--- config.mk ---
export PLATFORM = sky130hd
export DESIGN_NAME = lphm_ctrl
export DESIGN_NICKNAME = d
export VERILOG_FILES = /design/src/rtl/lphm_pkg.sv /design/src/rtl/lphm_ctrl.sv
export SDC_FILE = /design/constraint.sdc
export NUM_CORES = 1
export LEC_CHECK = 0
export BUFFER_PORTS_ARGS = -buffer_cell sky130_fd_sc_hd__buf_2
export CAP_MARGIN = 15
export CORE_AREA = 8 8 45 47
export CTS_CLUSTER_SIZE = 10
export DETAILED_ROUTE_END_ITERATION = 10
export DIE_AREA = 0 0 53 55
export HOLD_SLACK_MARGIN = 0.02
export PLACE_DENSITY = 0.38
export SLEW_MARGIN = 0
export SYNTH_ARGS = -nofsm -noshare
export SYNTH_HDL_FRONTEND = slang
export SYNTH_SLANG_ARGS = --single-unit
--- constraint.sdc ---
create_clock -name clk -period 1.1 [get_ports clk]
set_clock_uncertainty 0.1 [all_clocks]
set_input_delay 0.11 -clock clk [delete_from_list [all_inputs] [get_ports clk]]
set_output_delay 0.11 -clock clk [all_outputs]
set_load 0.01 [all_outputs]
--- src/rtl/lphm_pkg.sv ---
// ----------------------------------------------------------------------------
// lphm_pkg
// Shared types, codes and constants of the linear probing hash map core.
// ----------------------------------------------------------------------------
package lphm_pkg;
	localparam int unsigned SLOTS_DEF = 1024;
	localparam int unsigned LIMIT_W = 11;
	localparam logic [LIMIT_W-1:0] LOAD_LIMIT_RST = 11'd640;

	localparam logic [1:0] CMD_GET = 2'd0;
	localparam logic [1:0] CMD_SET = 2'd1;
	localparam logic [1:0] CMD_DEL = 2'd2;

	localparam logic [2:0] ST_FOUND = 3'd0;
	localparam logic [2:0] ST_MISS = 3'd1;
	localparam logic [2:0] ST_INSERTED = 3'd2;
	localparam logic [2:0] ST_UPDATED = 3'd3;
	localparam logic [2:0] ST_FULL = 3'd4;

	// controller to datapath
	typedef struct packed {
		logic load;     // capture request, reset probe
		logic rd;       // issue memory read at probe index
		logic eval;     // evaluate returned slot
		logic commit;   // apply write and produce result
		logic clr;      // clear pass write
	} lphm_cmd_t;

	// datapath to controller
	typedef struct packed {
		logic done;      // probe finished
		logic clr_last;  // last entry of clear pass
	} lphm_sts_t;
endpackage

--- src/rtl/lphm_ctrl.sv ---
// ----------------------------------------------------------------------------
// lphm_ctrl
// Sequencer: clear pass, then read / evaluate loop per probe, then commit.
// ----------------------------------------------------------------------------
module lphm_ctrl (
	input  logic clk,
	input  logic arst_n,
	input  logic start,
	output logic busy,
	output lphm_pkg::lphm_cmd_t cmd_o,
	input  lphm_pkg::lphm_sts_t sts_i
);
	import lphm_pkg::*;

	localparam logic [2:0] S_CLR = 3'd0;
	localparam logic [2:0] S_IDLE = 3'd1;
	localparam logic [2:0] S_RD = 3'd2;
	localparam logic [2:0] S_EVAL = 3'd3;
	localparam logic [2:0] S_COMMIT = 3'd4;

	logic [2:0] state_q;

	always_ff @(posedge clk or negedge arst_n) begin
		if (!arst_n) begin
			state_q <= S_CLR;
		end else begin
			unique case (state_q)
				S_CLR: if (sts_i.clr_last) state_q <= S_IDLE;
				S_IDLE: if (start) state_q <= S_RD;
				S_RD: state_q <= S_EVAL;
				S_EVAL: state_q <= sts_i.done ? S_COMMIT : S_EVAL;
				S_COMMIT: state_q <= S_IDLE;
				default: state_q <= S_IDLE;
			endcase
		end
	end

	always_comb begin
		cmd_o = '0;
		cmd_o.clr = (state_q == S_CLR);
		cmd_o.load = (state_q == S_IDLE) && start;
		cmd_o.rd = (state_q == S_RD) || ((state_q == S_EVAL) && !sts_i.done);
		cmd_o.eval = (state_q == S_EVAL);
		cmd_o.commit = (state_q == S_COMMIT);
	end

	assign busy = (state_q != S_IDLE);
endmodule

Word level (Yosys, flattened, before mapping):

Index checks and enable logic that the tools add are counted.

* equal/unequal tests: 7
* multiplexer cells: 4
* reduce and logical (&&, ||, !) cells: 6

Operators by type and width (number)
* case mux 3 bit (4 select lines): 1
* 2-to-1 mux 3 bit: 3
* equality test 3 x 2 -> 1 bit (second input constant): 2
* equality test 3 x 1 -> 1 bit (second input constant): 1
* equality test 3 bit (second input constant): 1
* zero test 3 bit: 1
* != test 3 x 1 -> 1 bit (second input constant): 1
* logical AND 1 bit: 2
* != test 2 x 1 -> 1 bit (second input constant): 1
* != test 2 bit (second input constant): 1
* AND reduction 2 bit: 1
* zero test 1 bit: 1
* logical OR 1 bit: 1

* bits in registers: 3
* input port bits: 5
* output and inout port bits: 6
* logic and storage cells: 18

Logic depth before layout (Yosys ltp):

* depth in word-level cells: 3
* mapped depth: 3

Worst setup path before layout:

Ideal clock, no wire load.

* kind: flip-flop to flip-flop
* start: register state_q[1]
* end: register state_q[0]
* setup time: 0.124 ns
* arrival: 0.891 ns
* path slack: -0.015 ns
* cell stages (with the launch flop): 4
* buffers on the path: 1
* cell sequence: dfrtp_1 buf_6 o21ba_1 a211o_1

* word-level cells in the longest chain between the ends: 3
* elaborated cells between the ends (all ways): 8

Ends and longest elaborated chain
* start: declaration: line lphm_ctrl.sv:21 `logic [2:0] state_q;`
* start signal: assignment: line lphm_ctrl.sv:31 `S_EVAL: state_q <= sts_i.done ? S_COMMIT : S_EVAL;`
* equality test 3 x 1 -> 1 bit or zero test 3 bit (tied branches): line lphm_ctrl.sv:27 `unique case (state_q)`
* != test 2 bit (no line) or != test 2 x 1 -> 1 bit (tied branches)
* AND reduction 2 bit (no line)

Parallel ways exist; a longest one is shown, timed or not.
A chain may end at the register's enable or synchronous reset.

Worst setup path in the final report:

* start: register state_q[1]
* end: output busy

* word-level cells in the longest chain between the ends: 1

Ends and longest elaborated chain
* != test 3 x 1 -> 1 bit: line lphm_ctrl.sv:47 `assign busy = (state_q != S_IDLE);`
* end: declaration: line lphm_ctrl.sv:9 `output logic busy,`

Every way passes these cells.

==> impl_results.md <==
* Outcome: finished with violations
* Failing checks: setup timing
* Die Width at between 50 and 60 µm
* Worst path slowest cell: dfrtp_2
* First-pass GRT wire length at 1.06 mm
* Unique masters post-synth at 17
* Row count at 14
* Worst-margin pin slew at 0.143 ns
* Post-synth top cells: 3 x dfrtp_1, 2 x a21oi_1
* Drt pass-1 iters at 3
* Crit path max fanout at 6
* Worst Setup Path Type: flip-flop to output port
* Root Buffer: clkbuf_4
* Post-synth EDFFs at 0
* Post-Syn Area at 208 µm²
* CP arrival at ~1.2 ns
* PnR Total Power at roughly 1100 µW
* Async SR Flop Fraction at 100%
* Slew headroom at between 90% and 100%
* Min cycle time layout at 1.37 ns
* Startpoint types: flip-flop
* Fmax at approximately 730 MHz
* Placed wire-length estimate at roughly 440 µm
* VDD IR-drop max at 0.597 mV
* Area leader, netlist: dfrtp_1
* Max FFs per register at 3
* Port Buf Inserts at 10
* Layout Nets at 46
* I/O Pins at 11
* Worst-path clk slew at ~0.040 ns
* CP max stage delay at ~0.44 ns
* Top flop regs: state_q: 3 flops
* Setup crit end kind: output port
* Crit path max-delay family: flip-flops
* Worst skew pair latency at 0.22 ns
* Die Y at roughly 55 µm
* Hold Crit Class: primary input to flip-flop
* RSZ-0062 raised after global routing: yes
* Synth top area cells: dfrtp_1 36%, and4bb_2 6.0%, buf_6 5.4%, a21bo_2 4.8%, a21oi_1 4.8%
* PwrDens at around 2800 nW/µm²
* Cts bufs inserted at 3
* Share of post-route cells with drive strength above 1 at 70.0%
* CP required at between 0.8 and 0.9 ns
* Ys flop type: dfrtp_1
* Diode count at 0
* Non-Filler Instances at 56
* Largest net degree at the start of global routing at 9
* Seq/Total Area, Yosys at 36.1%
* Reg with most FFs: state_q
* Residual DRC at 0
* Initial Utilization at between 15 and 20%
* Worst Path Buf+Inv at 1
* Number of setup violations in the final report at 7
* Max-Cap Viols at 0
* Met1 Routed Length at between 200 and 250 µm
* CTS tree: done
* Hold Fails Final Rpt at 0
* Final Wtd Congestion at between 0.7 and 0.8
* Clock Tree Buf Depth at 2
* Yosys Warn Count at 0
* Core area at around 1400 µm²
* Final slew viol count at 0
* Wire length on met2 at 338 µm
* Vias at between 200 and 250
* Worst hold slack at about 0.044 ns
* Die ar. at between 2000 and 3000 µm²
* Fin worst setup slack at -0.269 ns
* Syn avg cell area at 10.4 µm²
* Vias per inst at approximately 4.0
* Final worst-path cycle share at 124%
* Syn_nets at 25
* Vias in the first global route at between 200 and 300
* Num Clock Sinks at 3
* Post-synth top area share at a little over a third
* Critical-path cell list: or3b_1, buf_2
* Util after Layout at 28.0%
* Wirelength per Cell at 10.6 µm
* Layout Area Growth over Synthesis at 86.7%
* Leakage Power at 0.000193 µW
* Final WL at 591 µm
* Most common cell in the netlist: dfrtp_1
* Placed cells at between 40 and 50
* Antenna violations before repair at 0
* DR WL met3 at 27 µm
* Starting DRT DRC Count at 1
* Post-Syn Instances at 20
* Gr usage total at under 10%
* Flops & latches, synth at 3
* Routed Antenna Nets at 0
* Top routing layer used: met3
* Grt ovf at 0
* Htree depth at 1
final timing paths:
check                      cells after the start              startpoint  slack [ns]                endpoint
hold reg to reg                                2  state_q[2]$_DFFE_PN0P_        0.49  state_q[1]$_DFFE_PN0P_
setup reg to reg                               4  state_q[1]$_DFFE_PN0P_       -0.21  state_q[0]$_DFFE_PN0P_
max in group asynchronous                      2                  arst_n        0.67  state_q[0]$_DFFE_PN0P_
min in group asynchronous                      2                  arst_n        0.11  state_q[2]$_DFFE_PN0P_
setup / recovery                               2  state_q[1]$_DFFE_PN0P_       -0.27                    busy
hold / removal                                 3                sts_i[1]        0.04  state_q[2]$_DFFE_PN0P_
worst register-to-register path, delay by kind of cell (launching register included):
kind | cells | cell delay, ns
compound gates | 1 | 0.26
buf+inv | 2 | 0.27
flops | 1 | 0.44
mux | 1 | 0.11
cell families (layout without fill, tap and decap cells):
kind of cell    after synthesis  after routing  synth area share (%)
compound gates                5              5                  18.7
buf+inv                       2             22                  9.04
flops                         3              3                  36.1
mux                           1              1                  4.82
simple gates                  9              9                  31.3
routing by layer:
layer | vias up | track usage, %
met2 | 3 | 8.20
met4 | 0 | 5.17
li1 | 113 | -
met3 | 0 | 1.60
met1 | 110 | 4.58
met5 | - | 0
cell type report:
type	count	area [µm²]
timing repair buffer	18	136
fill	157	996
multi-input combinational	15	128
sequential	3	77.6
clock buffer	4	26.3
tap	16	20.0
what timing repair did:
action,4_1_cts,5_1_grt
hold buffers,1,0
gates resized for setup,8,2
hold endpoints to repair,3,0
buffers inserted,2,1
pin swaps,2,1
endpoints found under the setup margin,8,8
report_power, final:
part	leakage, µW	total (µW)	switching [µW]	internal, µW
combinational	0.000143	643	235	408
sequential	0.0000353	251	87.1	164
clock	0.0000150	186	50.1	136
stage by stage:
step                TNS [ns]  setup slack (ns)  instance area, µm²
global route           -1.85            -0.308                 388
global placement     -0.0994           -0.0532                 289
detailed placement    -0.139           -0.0593                 289
CTS                    -1.43            -0.276                 373
floorplan                  0            0.0215                 208
finish                 -1.50            -0.269                 388
cell usage in the layout (no fill, tap or decap):
master         instances
o21ba_1                1
nand3b_1               1
buf_2                  8
nor3b_2                1
and4bb_2               1
a21oi_1                1
buf_6                  5
and3b_2                1
dfrtp_1                1
buf_4                  4
clkbuf_4               3
nand2_1                1
nand2b_1               1
clkbuf_1               1
a21oi_2                1
a211o_1                1
dlygate4sd3_1          1
dfrtp_2                2
mux2i_1                1
nor2_1                 1
nor3_2                 1
or3b_1                 1
a21bo_2                1
Power figures use the tool's default switching activity.
